--- config.mk ---
export PLATFORM = sky130hd
export DESIGN_NAME = x86_branch_call_filter_core
export DESIGN_NICKNAME = d
export VERILOG_FILES = /design/src/hw/rtl/bcf_pkg.sv /design/src/hw/rtl/bcf_convert.sv /design/src/hw/rtl/x86_branch_call_filter_core.sv
export SDC_FILE = /design/constraint.sdc
export NUM_CORES = 1
export LEC_CHECK = 0
export BUFFER_PORTS_ARGS = -buffer_cell sky130_fd_sc_hd__buf_2
export CORE_MARGIN = 8
export CORE_UTILIZATION = 63
export CTS_CLUSTER_DIAMETER = 100
export DETAILED_ROUTE_END_ITERATION = 10
export MAX_ROUTING_LAYER = met4
export PLACE_DENSITY_LB_ADDON = 0.1
export SLEW_MARGIN = 20
export SYNTH_ARGS = -nofsm -noshare
export SYNTH_HDL_FRONTEND = slang
export SYNTH_HIERARCHICAL = 1
export SYNTH_SLANG_ARGS = --single-unit
--- constraint.sdc ---
create_clock -name clock -period 16.1 [get_ports clock]
set_input_delay 3.22 -clock clock [delete_from_list [all_inputs] [get_ports clock]]
set_output_delay 3.22 -clock clock [all_outputs]
set_load 0.005 [all_outputs]
--- src/hw/rtl/bcf_pkg.sv ---
package bcf_pkg;

   // x86 near CALL / JMP opcodes
   localparam logic [7:0] OP_CALL   = 8'hE8;
   localparam logic [7:0] OP_JMP    = 8'hE9;

   // history mask handling
   localparam logic [7:0] HIST_KEEP = 8'h77;
   localparam logic [7:0] HIST_MSB  = 8'h10;

   // probe byte select, indexed by mask bits [3:1]
   localparam logic [1:0] BIT_NUMBER [8] = '{2'd0, 2'd1, 2'd2, 2'd2,
                                             2'd3, 2'd3, 2'd3, 2'd3};
   // allowed mask states, bit i for mask bits [3:1] == i
   localparam logic [7:0] ALLOWED_STATUS = 8'b0001_0111;

   // register indexes
   localparam logic CSR_DIRECTION      = 1'b0;
   localparam logic CSR_START_POSITION = 1'b1;

   typedef struct packed {
      logic        direction;      // 1 encode, 0 decode
      logic [31:0] operand;        // little-endian operand after the opcode
      logic [31:0] position;       // stream position of the opcode
      logic [2:0]  distance;       // bytes since previous opcode, saturated at 6
      logic [7:0]  mask_history;
   } bcf_conv_query_type;

   typedef struct packed {
      logic        take;           // operand gets rewritten
      logic [31:0] dest;           // rewritten operand
      logic [7:0]  reject_mask;    // history mask if the opcode is rejected
   } bcf_conv_result_type;

   // sign-extension byte test
   function automatic logic ms_byte(logic [7:0] value);
      return (value == 8'h00) || (value == 8'hFF);
   endfunction

endpackage

--- src/hw/rtl/bcf_convert.sv ---
module bcf_convert (
   input  bcf_pkg::bcf_conv_query_type  query,
   output bcf_pkg::bcf_conv_result_type result
);
   import bcf_pkg::*;

   logic [7:0]  mask;
   logic [1:0]  sel;
   logic [4:0]  probe_shift;
   logic [31:0] flip;
   logic [31:0] k;
   logic [31:0] dest0, dest1, dest2;
   logic [31:0] src1, src2;
   logic [7:0]  probe0, probe1;

   always_comb begin
      // age the history mask by the distance since the previous opcode
      mask = query.mask_history;
      for (int s = 0; s < 5; s++) begin
         if (3'(s) < query.distance) begin
            mask = (mask & HIST_KEEP) << 1;
         end
      end
      if (query.distance > 3'd5) begin
         mask = '0;
      end

      sel         = BIT_NUMBER[mask[3:1]];
      probe_shift = 5'd24 - {sel, 3'b000};
      flip        = 32'hFFFF_FFFF >> {sel, 3'b000};
      k           = query.position + 32'd5;

      // up to three tries; the retry alternates, so the third value is final
      dest0  = query.direction ? query.operand + k : query.operand - k;
      probe0 = 8'(dest0 >> probe_shift);
      src1   = dest0 ^ flip;
      dest1  = query.direction ? src1 + k : src1 - k;
      probe1 = 8'(dest1 >> probe_shift);
      src2   = dest1 ^ flip;
      dest2  = query.direction ? src2 + k : src2 - k;

      if ((mask == 8'h00) || !ms_byte(probe0)) begin
         result.dest = dest0;
      end else if (!ms_byte(probe1)) begin
         result.dest = dest1;
      end else begin
         result.dest = dest2;
      end

      result.take = ms_byte(query.operand[31:24]) && ALLOWED_STATUS[mask[3:1]]
                    && (mask[7:5] == 3'b000);
      result.reject_mask = mask | 8'h01
                           | (ms_byte(query.operand[31:24]) ? HIST_MSB : 8'h00);
   end

endmodule

--- src/hw/rtl/x86_branch_call_filter_core.sv ---
// x86 branch/call (BCJ) filter. Bytes of a code stream enter on req_, one per
// transfer, and leave in stream order on rsp_. Every E8/E9 opcode whose
// operand passes the history-mask and sign-byte tests has its 32-bit operand
// rewritten: relative to absolute with direction = 1, back with direction = 0.
// An opcode in the last four bytes of a stream (marked by req_tlast) is not
// converted and rsp_tlast marks the final byte out. Rate: one byte per cycle
// while the result port is not stalled and each byte releases at most one
// result, which is the steady state. A converted instruction releases five
// bytes at once and a stream end up to five; the result port moves one byte
// per transfer out of a five-entry result buffer, so input then holds until
// the buffer drains (after a conversion the next four bytes only refill the
// window). A byte passes through the input register, then the window logic
// into the result buffer. Configure only while idle; a start_position write
// before the first byte of a stream also loads the stream position.
module x86_branch_call_filter_core (
   input  logic        clock,
   input  logic        reset,

   input  logic        req_tvalid,
   output logic        req_tready,
   input  logic [7:0]  req_tdata,    // [7:0] data_byte
   input  logic        req_tlast,    // last

   output logic        rsp_tvalid,
   input  logic        rsp_tready,
   output logic [7:0]  rsp_tdata,    // [7:0] out_byte
   output logic        rsp_tlast,    // out_last

   input  logic        csr_wen,
   input  logic        csr_index,
   input  logic [31:0] csr_wdata
);
   import bcf_pkg::*;

   // configuration
   logic        direction_ff;
   logic [31:0] start_ff;

   // input register
   logic        in_valid_ff;
   logic [7:0]  in_byte_ff;
   logic        in_last_ff;

   // stream state
   logic [7:0]  win_ff [5];
   logic [7:0]  win_in [5];
   logic [2:0]  fill_ff,  fill_in;
   logic [31:0] pos_ff,   pos_in;
   logic [2:0]  dist_ff,  dist_in;
   logic [7:0]  mask_ff,  mask_in;
   logic        in_stream_ff;

   // result buffer, head at entry 0
   logic [7:0]  obuf_ff [5];
   logic [7:0]  obuf_in [5];
   logic [2:0]  ocnt_ff,  ocnt_in;
   logic        olast_ff;

   logic [7:0]  w [5];      // window with the new byte placed
   logic        pop;
   logic        step;
   logic        full;       // window reaches five bytes, head is inspected
   logic        opcode;
   logic        conv;

   bcf_conv_query_type  query;
   bcf_conv_result_type result;

   assign pop        = rsp_tvalid && rsp_tready;
   assign rsp_tvalid = (ocnt_ff != 3'd0);
   assign rsp_tdata  = obuf_ff[0];
   assign rsp_tlast  = olast_ff && (ocnt_ff == 3'd1);

   // step only into a buffer that is empty after this cycle's transfer
   assign step       = in_valid_ff && ((ocnt_ff - {2'b00, pop}) == 3'd0);
   assign req_tready = !in_valid_ff || step;

   always_comb begin
      for (int i = 0; i < 5; i++) begin
         w[i] = (3'(i) == fill_ff) ? in_byte_ff : win_ff[i];
      end
   end

   assign full   = (fill_ff == 3'd4);
   assign opcode = (w[0] == OP_CALL) || (w[0] == OP_JMP);

   assign query.direction    = direction_ff;
   assign query.operand      = {w[4], w[3], w[2], w[1]};
   assign query.position     = pos_ff;
   assign query.distance     = dist_ff;
   assign query.mask_history = mask_ff;

   bcf_convert u_convert (
      .query  (query),
      .result (result)
   );

   assign conv = full && opcode && result.take;

   // next stream state
   always_comb begin
      win_in  = w;
      fill_in = fill_ff + 3'd1;
      pos_in  = pos_ff;
      dist_in = dist_ff;
      mask_in = mask_ff;
      if (in_last_ff) begin
         fill_in = 3'd0;
         pos_in  = start_ff;
         dist_in = 3'd6;
         mask_in = 8'h00;
      end else if (conv) begin
         fill_in = 3'd0;
         pos_in  = pos_ff + 32'd5;
         dist_in = 3'd5;
         mask_in = 8'h00;
      end else if (full) begin
         for (int i = 0; i < 4; i++) begin
            win_in[i] = w[i + 1];
         end
         fill_in = 3'd4;
         pos_in  = pos_ff + 32'd1;
         if (opcode) begin
            dist_in = 3'd1;
            mask_in = result.reject_mask;
         end else if (dist_ff < 3'd6) begin
            dist_in = dist_ff + 3'd1;
         end
      end
   end

   // result buffer: load on a step, else shift out on a transfer
   always_comb begin
      obuf_in = obuf_ff;
      ocnt_in = ocnt_ff - {2'b00, pop};
      for (int i = 0; i < 4; i++) begin
         if (pop) begin
            obuf_in[i] = obuf_ff[i + 1];
         end
      end
      if (step) begin
         if (conv) begin
            obuf_in[0] = w[0];
            obuf_in[1] = result.dest[7:0];
            obuf_in[2] = result.dest[15:8];
            obuf_in[3] = result.dest[23:16];
            obuf_in[4] = result.dest[24] ? 8'hFF : 8'h00;
            ocnt_in    = 3'd5;
         end else begin
            obuf_in = w;
            if (in_last_ff) begin
               ocnt_in = fill_ff + 3'd1;   // everything held flushes unchanged
            end else if (full) begin
               ocnt_in = 3'd1;
            end else begin
               ocnt_in = 3'd0;
            end
         end
      end
   end

   always_ff @(posedge clock) begin
      if (reset) begin
         direction_ff <= 1'b0;
         start_ff     <= '0;
         in_valid_ff  <= 1'b0;
         fill_ff      <= '0;
         pos_ff       <= '0;
         dist_ff      <= 3'd6;
         mask_ff      <= '0;
         in_stream_ff <= 1'b0;
         ocnt_ff      <= '0;
         olast_ff     <= 1'b0;
      end else begin
         if (csr_wen) begin
            case (csr_index)
               CSR_DIRECTION: begin
                  direction_ff <= csr_wdata[0];
               end
               CSR_START_POSITION: begin
                  start_ff <= csr_wdata;
                  if (!in_stream_ff) begin
                     pos_ff <= csr_wdata;
                  end
               end
               default: begin
               end
            endcase
         end
         if (req_tready) begin
            in_valid_ff <= req_tvalid;
         end
         if (step) begin
            fill_ff      <= fill_in;
            pos_ff       <= pos_in;
            dist_ff      <= dist_in;
            mask_ff      <= mask_in;
            in_stream_ff <= !in_last_ff;
            olast_ff     <= in_last_ff;
         end
         ocnt_ff <= ocnt_in;
      end
   end

   // payload, no reset
   always_ff @(posedge clock) begin
      if (req_tready && req_tvalid) begin
         in_byte_ff <= req_tdata;
         in_last_ff <= req_tlast;
      end
      if (step) begin
         win_ff <= win_in;
      end
      obuf_ff <= obuf_in;
   end

endmodule

Yosys cells after proc, flatten, opt, wreduce, memory -nomap -nowiden
Memories as Yosys holds them, arrays and structs flattened.
Index checks and enable logic that the tools add are counted.
{ "classes": {"bitwise_logic": 5, "n_eq_ne": 13, "order_cmp": 9, "shifts": 3, "n_addsub": 12, "n_reduce_logical": 36, "n_mux": 53} }
{ "op_table": {"columns": ["cell", "count"], "rows": [
  ["$mux 32", 13],
  ["$mux 8", 20],
  ["$mux 25", 3],
  ["$add 32x32->32", 2],
  ["$shr 32x5->8", 2],
  ["$sub 32x32->32", 2],
  ["$eq 8x8->1 const B", 5],
  ["$mux 40", 1],
  ["$mux 3", 11],
  ["$add 32x1->32 const B", 1],
  ["$add 32x3->32 const B", 1],
  ["$logic_not 8->1", 4],
  ["$shr 32x5->32 const A", 1],
  ["$xor 32x32->32", 1],
  ["$add 25x25->25", 1],
  ["$sub 25x25->25", 1],
  ["$xor 25x25->25", 1],
  ["$logic_not 3->1", 3],
  ["$reduce_bool 3->1", 3],
  ["$logic_and 1x1->1", 8],
  ["$or 8x8->8", 1],
  ["$add 3x1->3 const B", 2],
  ["$eq 2x3->1 const A", 2],
  ["$logic_or 1x1->1", 6],
  ["26 further kinds", 36]
]} }
{ "word_totals": {"rom_bits": 24, "regBits": 174, "inputBits": 47, "out_inout_bits": 11, "memories": 2} }
{ "mem_list": {"columns": ["memory", "words", "word_bits", "read_ports", "rd_clocked_by_memory_dff", "write_ports", "line_no", "rtl"], "rows": [
  ["(no name shown)", 8, 2, 1, 0, 0, "bcf_convert.sv:28", "sel = BIT_NUMBER[mask[3:1]];"],
  ["(no name shown)", 8, 1, 1, 0, 0, "bcf_convert.sv:50", "result.take = ms_byte(query.operand[31:24]) && ALLOWED_STATUS[mask[3:1]]"]
]} }

Longest topological paths before layout
Gate-level depths: netlist of run 1.
{ "logic_depth": {"depth_word": 23, "ltp_mapped": 42, "ltp_nobuf": 39} }

By module
Netlist of run 1, hierarchy kept.
{ "by_module_without_submodules": {"columns": ["mod", "instances", "seq_area_each_um2", "cells_per_inst", "area_each_um2"], "rows": [
  ["x86_branch_call_filter_core", 1, 4374.2, 961, 8814.7],
  ["bcf_convert", 1, 0.0, 1316, 8802.2]
]} }

Least setup slack after synthesis of run 1
No wires, ideal clock.
{ "synth_timing": {"path_kind": "flip-flop to flip-flop", "startpoint": "register pos_ff[4]", "endpoint": "register obuf_ff[0] (netlist bit) (data pin)", "t_required_ps": 15836, "setup_ps": 264, "path_stages_with_launch": 36, "t_arrival_ps": 8095, "period_less_slack_ps": 8359, "path_slack_ps": 7741, "cell_sequence": "dfxtp_1 -> clkbuf_1 -> nand4_1 -> nor4_1 -> mux2_2 -> o21ai_0 -> and2_1 -> and2_1 -> nor2_1 -> xnor2_1 -> ha_1 -> clkbuf_1 -> and4_1 -> and3_1 -> a211oi_1 -> xor2_1 -> xnor2_1 -> ha_1 -> a21o_1 -> a21o_1 -> a21o_1 -> nand2_1 -> o21ai_0 -> o31ai_1 -> a311o_1 -> a221oi_1 -> or4_1 -> or4_1 -> mux2i_4 -> buf_4 -> buf_2 -> nand2_1 -> o21ai_0 -> a21oi_1 -> nor2_1 -> a31oi_1"} }
{ "synth_lines": {"columns": ["element", "line_no", "rtl"], "rows": [
  ["start, declared", "x86_branch_call_filter_core.sv:48", "logic [31:0] pos_ff, pos_in;"],
  ["start signal, assigned", "x86_branch_call_filter_core.sv:183", "pos_ff <= csr_wdata;"],
  ["start signal, assigned", "x86_branch_call_filter_core.sv:195", "pos_ff <= pos_in;"],
  ["end signal, assigned", "x86_branch_call_filter_core.sv:214", "obuf_ff <= obuf_in;"],
  ["end, declared", "x86_branch_call_filter_core.sv:54", "logic [7:0] obuf_ff [5];"]
]} }

==> metrics.md, run 1 <==
| Metric | Value |
|---|---|
| Status | `finished, final reports clean` |
| CTS Buf Count | `17` |
| Root buf cell | `clkbuf_16` |
| CTS H-tree depth | `4` |
| Tightest Hold Check Type | `reg -> reg` |
| Initial Util | `0.636` |
| Placement Cell Area | `17,300 um^2` |
| Fin area | `17,900 um^2` |
| Initial DRC Count | `2,050` |
| Drt wl/cell | `23.4 um` |
| Clock skew | `18.7 ps` |
| Commonest cells after routing, fill and taps aside | `nand2_1 (321), a21oi_1 (210), nor2_1 (146), o21ai_0 (141), xnor2_1 (125)` |
| CP arrival | `10,890 ps` |
| Area delta synth->final | `5.58%` |
| Detailed placement HPWL | `44,400 um` |
| Final wirelength | `58,800 um` |
| Yosys warns | `6` |
| Gpl congestion | `1.05` |
| Area of the mapped netlist | `17,000 um^2` |
| Post-route clock period utilization | `0.659` |
| Antenna-violating nets left | `0` |
| Slowest stage delay, CP | `780 ps` |
| Clock Latency Late Sink | `450 ps` |
| Largest net degree at the start of global routing | `93` |
| Total clock sinks | `174` |
| Core area | `26,700 um^2` |
| Clock tree buffer depth | `2` |
| Crit Path Max Fanout | `42` |
| TritonRoute pass-1 iters | `7` |
| Die area | `32,500 um^2` |
| Initial antenna violation count | `0` |
| Least-Margin Pin Slew | `956 ps` |
| DRC errors left | `0` |
| Row count | `60` |
| CP Launch Type | `register` |
| CTS Hold Bufs | `0` |
| Via/cell ratio | `6.90` |
| Cts repair resizes | `0` |
| Nets | `2,306` |
| CTS tree | `built` |
| Die width | `180 um` |
| WP data required | `16,370 ps` |
| Diodes inserted | `0` |
| Worst Setup End Kind | `register` |
| Post-Layout Cell Count | `2,511` |
| GRT Util Overall | `0.355` |
| Slew Limit Fails | `0` |
| Fmax | `94.2 MHz` |
| Inst Count DP | `2,479` |
| Setup-failing EPs final | `0` |
| Clk pin slew, worst setup/hold paths | `90 ps` |
| Setup tns final | `0 ps` |
| Commonest non-fill, non-tap cell in the layout | `nand2_1` |
| Slowest cell on the critical path | `nor4_1` |
| Syn_area_per_cell | `7.78 um^2` |
| Final hold vios | `0` |
| Vias in the first global route | `16,100` |
| Worst hold slack | `457 ps` |
| DR vias | `17,300` |
| Max-capacitance violation count | `0` |
| RSZ-0062 raised after global routing | `no` |
| Worst slew margin | `0.357` |
| First-pass GRT wire length | `90,500 um` |
| Chip Height | `180 um` |
| Global route overflow | `0` |
| Port Buffer Count | `57` |
| Layout cells sized above 1 | `0.0806` |
| I/O Pins | `58` |
| Crit Path Class | `reg -> reg` |
| Syn Nets | `2,331` |
| Post-CTS setup buffers | `0` |
| Min cycle time layout | `10,610 ps` |
| Syn Inst Count | `2,182` |
==> registers in the layout, summed over array words and instances (netlist names), 8 cells and up <==
signal	flops
mask_ff	8
obuf_ff	32
win_ff	40
start_ff	32
in_byte_ff	8
pos_ff	32
rsp_tdata	8
==> critical path: cells and delay by family (launching register included) <==
kind / cells / cell delay [ps]
compound gates: 12 / 3020
xor+xnor: 3 / 1190
fa+ha+maj: 2 / 850
buf+inv: 1 / 420
flops: 1 / 710
mux: 2 / 550
simple gates: 12 / 3660
==> worst paths after layout <==
| kind | from | to | slack (ps) | depth (start not counted) |
|---|---|---|---|---|
| max reg2reg | pos_ff[3]$_SDFFE_PP0P_ | obuf_ff[1]$_DFFE_PP_ | 5490 | 32 |
| min | start_ff[18]$_SDFFE_PP0P_ | start_ff[18]$_SDFFE_PP0P_ | 460 | 2 |
| min reg2reg | start_ff[18]$_SDFFE_PP0P_ | start_ff[18]$_SDFFE_PP0P_ | 460 | 2 |
| max | pos_ff[3]$_SDFFE_PP0P_ | obuf_ff[1]$_DFFE_PP_ | 5490 | 32 |
==> layer usage <==
metal	part of all wire	global-route usage
met1	0.39	0.433
met2	0.46	0.571
met3	0.096	0.0518
met4	0.055	0.175
met5	0	-
==> metrics by stage <==
| step | setup WS, ps | utilization |
|---|---|---|
| floorplan | 7930 | - |
| global placement | 5850 | 0.648 |
| detailed placement | 5920 | 0.648 |
| CTS | 5790 | 0.671 |
| global route | 4910 | 0.671 |
| finish | 5490 | 0.671 |
==> layout make-up <==
type	count	area, um^2
Tap cell	341	427
Sequential cell	174	4370
Timing Repair Buffer	80	458
Fill cell	2264	8790
Clock inverter	15	183
Inverter	79	297
Multi-Input combinational cell	1805	11800
Clock buffer	17	425
Power of run 1 is left out: the tool's default activity adds up to more than one toggle a clock period on the data nets, which glitch-free logic cannot reach.
==> inputs of run 2 (changes only) <==
Settings changed: CORE_UTILIZATION 63 to 58.
Clock period 16.1 ns to 9.6 ns, I/O delays scaled along.
==> run 2 against run 1 <==
Compared with the run above: register-to-register slack got worse by 5000 ps; largest cell class unchanged; routed wire length rose by 1.5%; critical endpoint is now obuf_ff[9]$_DFFE_PP_; cell count increased by 4.5%; cell area rose by 3.7%; utilization fell by 2.5 points.
==> metrics.md, run 2 (synthesis results as in run 1) <==
| Metric | Value |
|---|---|
| Clock skew | `14.5 ps (was 18.7 ps)` |
| Antenna-violating nets left | `0 (unchanged)` |
| Status | `finished, final reports clean (unchanged)` |
| Reg2Reg Capture Point | `obuf_ff[9]$_DFFE_PP_ (was obuf_ff[1]$_DFFE_PP_)` |
| Setup tns final | `0 ps (unchanged)` |
| Fmax | `110 MHz (was 94.2 MHz)` |
| CTS tree | `built (unchanged)` |
| Sequential standard cell area | `4380 um^2 (was 4370 um^2)` |
| Clock Latency Late Sink | `440 ps (was 450 ps)` |
| Tightest Hold Check Type | `reg -> reg (unchanged)` |
| Port Buffer Count | `57 (unchanged)` |
| Fin util | `0.646 (was 0.671)` |
| Core area | `28,800 um^2 (was 26,700 um^2)` |
| Vias in the first global route | `16,100 (about the same)` |
| Initial Util | `0.590 (was 0.636)` |
| Multi-input gate area | `11,900 um^2 (was 11,800 um^2)` |
| Commonest non-fill, non-tap cell in the layout | `nand2_1 (unchanged)` |
| CTS Hold Bufs | `0 (unchanged)` |
| Root buf cell | `clkbuf_16 (unchanged)` |
| Detailed placement HPWL | `46,400 um (was 44,400 um)` |
| Slack of the worst reg-to-reg path | `520 ps (was 5490 ps)` |
| Crit Path Class | `reg -> reg (unchanged)` |
| WP data required | `9750 ps (was 16,370 ps)` |
| DRC errors left | `0 (unchanged)` |
| Gpl congestion | `1.04 (was 1.05)` |
| Worst setup margin | `516 ps (was 5490 ps)` |
| Post-route clock period utilization | `0.946 (was 0.659)` |
| Final hold vios | `0 (unchanged)` |
| Least-Margin Pin Slew | `1130 ps (was 956 ps)` |
| Die width | `187 um (was 180 um)` |
| First-pass GRT wire length | `92,100 um (was 90,500 um)` |
| Crit path to | `obuf_ff[9]$_DFFE_PP_ (was obuf_ff[1]$_DFFE_PP_)` |
| TritonRoute pass-1 iters | `8 (was 7)` |
| DR vias | `17,300 (about the same)` |
| Chip Height | `187 um (was 180 um)` |
| GRT Util Overall | `0.335 (was 0.355)` |
| Worst slew margin | `0.239 (was 0.357)` |
| Setup-failing EPs final | `0 (unchanged)` |
| Slowest stage delay, CP | `540 ps (was 780 ps)` |
| # fillers | `2,533 (was 2,264)` |
| Drt wl/cell | `22.7 um (was 23.4 um)` |
| Place WS | `161 ps (was 5920 ps)` |
| Slowest cell on the critical path | `or4_1 (was nor4_1)` |
| Final wirelength | `59,600 um (was 58,800 um)` |
| I/O Pins | `58 (unchanged)` |
| Slew Limit Fails | `0 (unchanged)` |
| Clock tree buffer depth | `2 (unchanged)` |
| CP arrival | `9230 ps (was 10,890 ps)` |
| Commonest cells after routing, fill and taps aside | `nand2_1 (319), a21oi_1 (209), nor2_1 (143), o21ai_0 (141), xnor2_1 (121) (was nand2_1 (321), a21oi_1 (210), nor2_1 (146), o21ai_0 (141), xnor2_1 (125))` |
| CP Launch Type | `register (unchanged)` |
| Initial DRC Count | `2,005 (was 2,050)` |
| Total clock sinks | `174 (unchanged)` |
| CTS H-tree depth | `4 (unchanged)` |
| Max-capacitance violation count | `0 (unchanged)` |
| Largest net degree at the start of global routing | `93 (unchanged)` |
| Global route overflow | `0 (unchanged)` |
| Clk pin slew, worst setup/hold paths | `80 ps (was 90 ps)` |
| R2r worst-path depth | `37 (was 32)` |
| Area delta synth->final | `9.52% (was 5.58%)` |
| Layout cells sized above 1 | `0.118 (was 0.0806)` |
| Crit Path Max Fanout | `25 (was 42)` |
| Row count | `62 (was 60)` |
| Largest register FFs | `40 (unchanged)` |
| Diodes inserted | `0 (unchanged)` |
| Initial antenna violation count | `0 (unchanged)` |
| Die area | `35,000 um^2 (was 32,500 um^2)` |
| Via/cell ratio | `6.59 (was 6.90)` |
| Crit path from | `pos_ff[1]$_SDFFE_PP0P_ (was pos_ff[3]$_SDFFE_PP0P_)` |
| CTS Buf Count | `17 (unchanged)` |
| Min cycle time layout | `9080 ps (was 10,610 ps)` |
| Nets | `2,377 (was 2,306)` |
| Crit path top cell by count | `a21o_1` |
| Reg2reg start | `pos_ff[1]$_SDFFE_PP0P_ (was pos_ff[3]$_SDFFE_PP0P_)` |
| Biggest register | `win_ff (unchanged)` |
| Worst Setup End Kind | `register (unchanged)` |
==> run 2: cell types whose count changed in the layout (fill, tap and decap cells not counted), sizes merged <==
| cell | change |
|---|---|
| buf | +71 |
| bufinv | -1 |
| clkinv | +1 |
==> run 2: layout make-up <==
class                           instances  share of cell area
Clock inverter                         15             0.00901
Sequential cell                       174               0.235
Inverter                               79              0.0159
Tap cell                              384              0.0258
Multi-Input combinational cell       1805               0.637
Clock buffer                           17              0.0229
Timing Repair Buffer                  151              0.0539
==> run 2: worst max-delay path: cells and delay by family, from the launching register on <==
kind                     cells  cell delay [ps]
AO/OA/AOI/OAI               16             3230
multiplexers                 2              350
XOR/XNOR                     4             1010
flip-flops                   1              380
adder cells (fa/ha/maj)      3             1020
AND/OR/NAND/NOR             10             2420
buffers and inverters        2              380
==> run 2: how the worst min path moves through the flow <==
stage	start	to	cells past startpoint
finish	start_ff[11]$_SDFFE_PP0P_	start_ff[11]$_SDFFE_PP0P_	2
detailed placement	start_ff[26]$_SDFFE_PP0P_	start_ff[26]$_SDFFE_PP0P_	2
global route	start_ff[26]$_SDFFE_PP0P_	start_ff[26]$_SDFFE_PP0P_	2
floorplan	start_ff[19]$_SDFFE_PP0P_	start_ff[19]$_SDFFE_PP0P_	2
CTS	start_ff[26]$_SDFFE_PP0P_	start_ff[26]$_SDFFE_PP0P_	2
global placement	start_ff[7]$_SDFFE_PP0P_	start_ff[7]$_SDFFE_PP0P_	2
==> run 2: metrics by stage <==
| stage | instance area, um^2 | hold WS, ps | instances |
|---|---|---|---|
| after detailed placement | 17900 | 447 | 2591 |
| final | 18600 | 457 | 2625 |
| after CTS | 18500 | 457 | 2623 |
| after floorplan | 17000 | 432 | 2182 |
| after global routing | 18600 | 482 | 2625 |
| after global placement | 17900 | 439 | 2591 |
==> run 2: per-layer routing <==
metal,vias up,part of all wire,track usage
li1,8081,-,-
met1,8127,0.40,0.413
met2,896,0.46,0.546
met3,191,0.083,0.0436
met4,0,0.051,0.146
met5,-,0,-
==> run 2: what timing repair did <==
item / 4_1_cts / 5_1_grt
endpoints found under the setup margin: 0 / 32
setup buffers: 0 / 2
endpoints found under the hold margin: 0 / 0
gates resized for setup: 0 / 21
Power of run 2 is left out for the same reason.
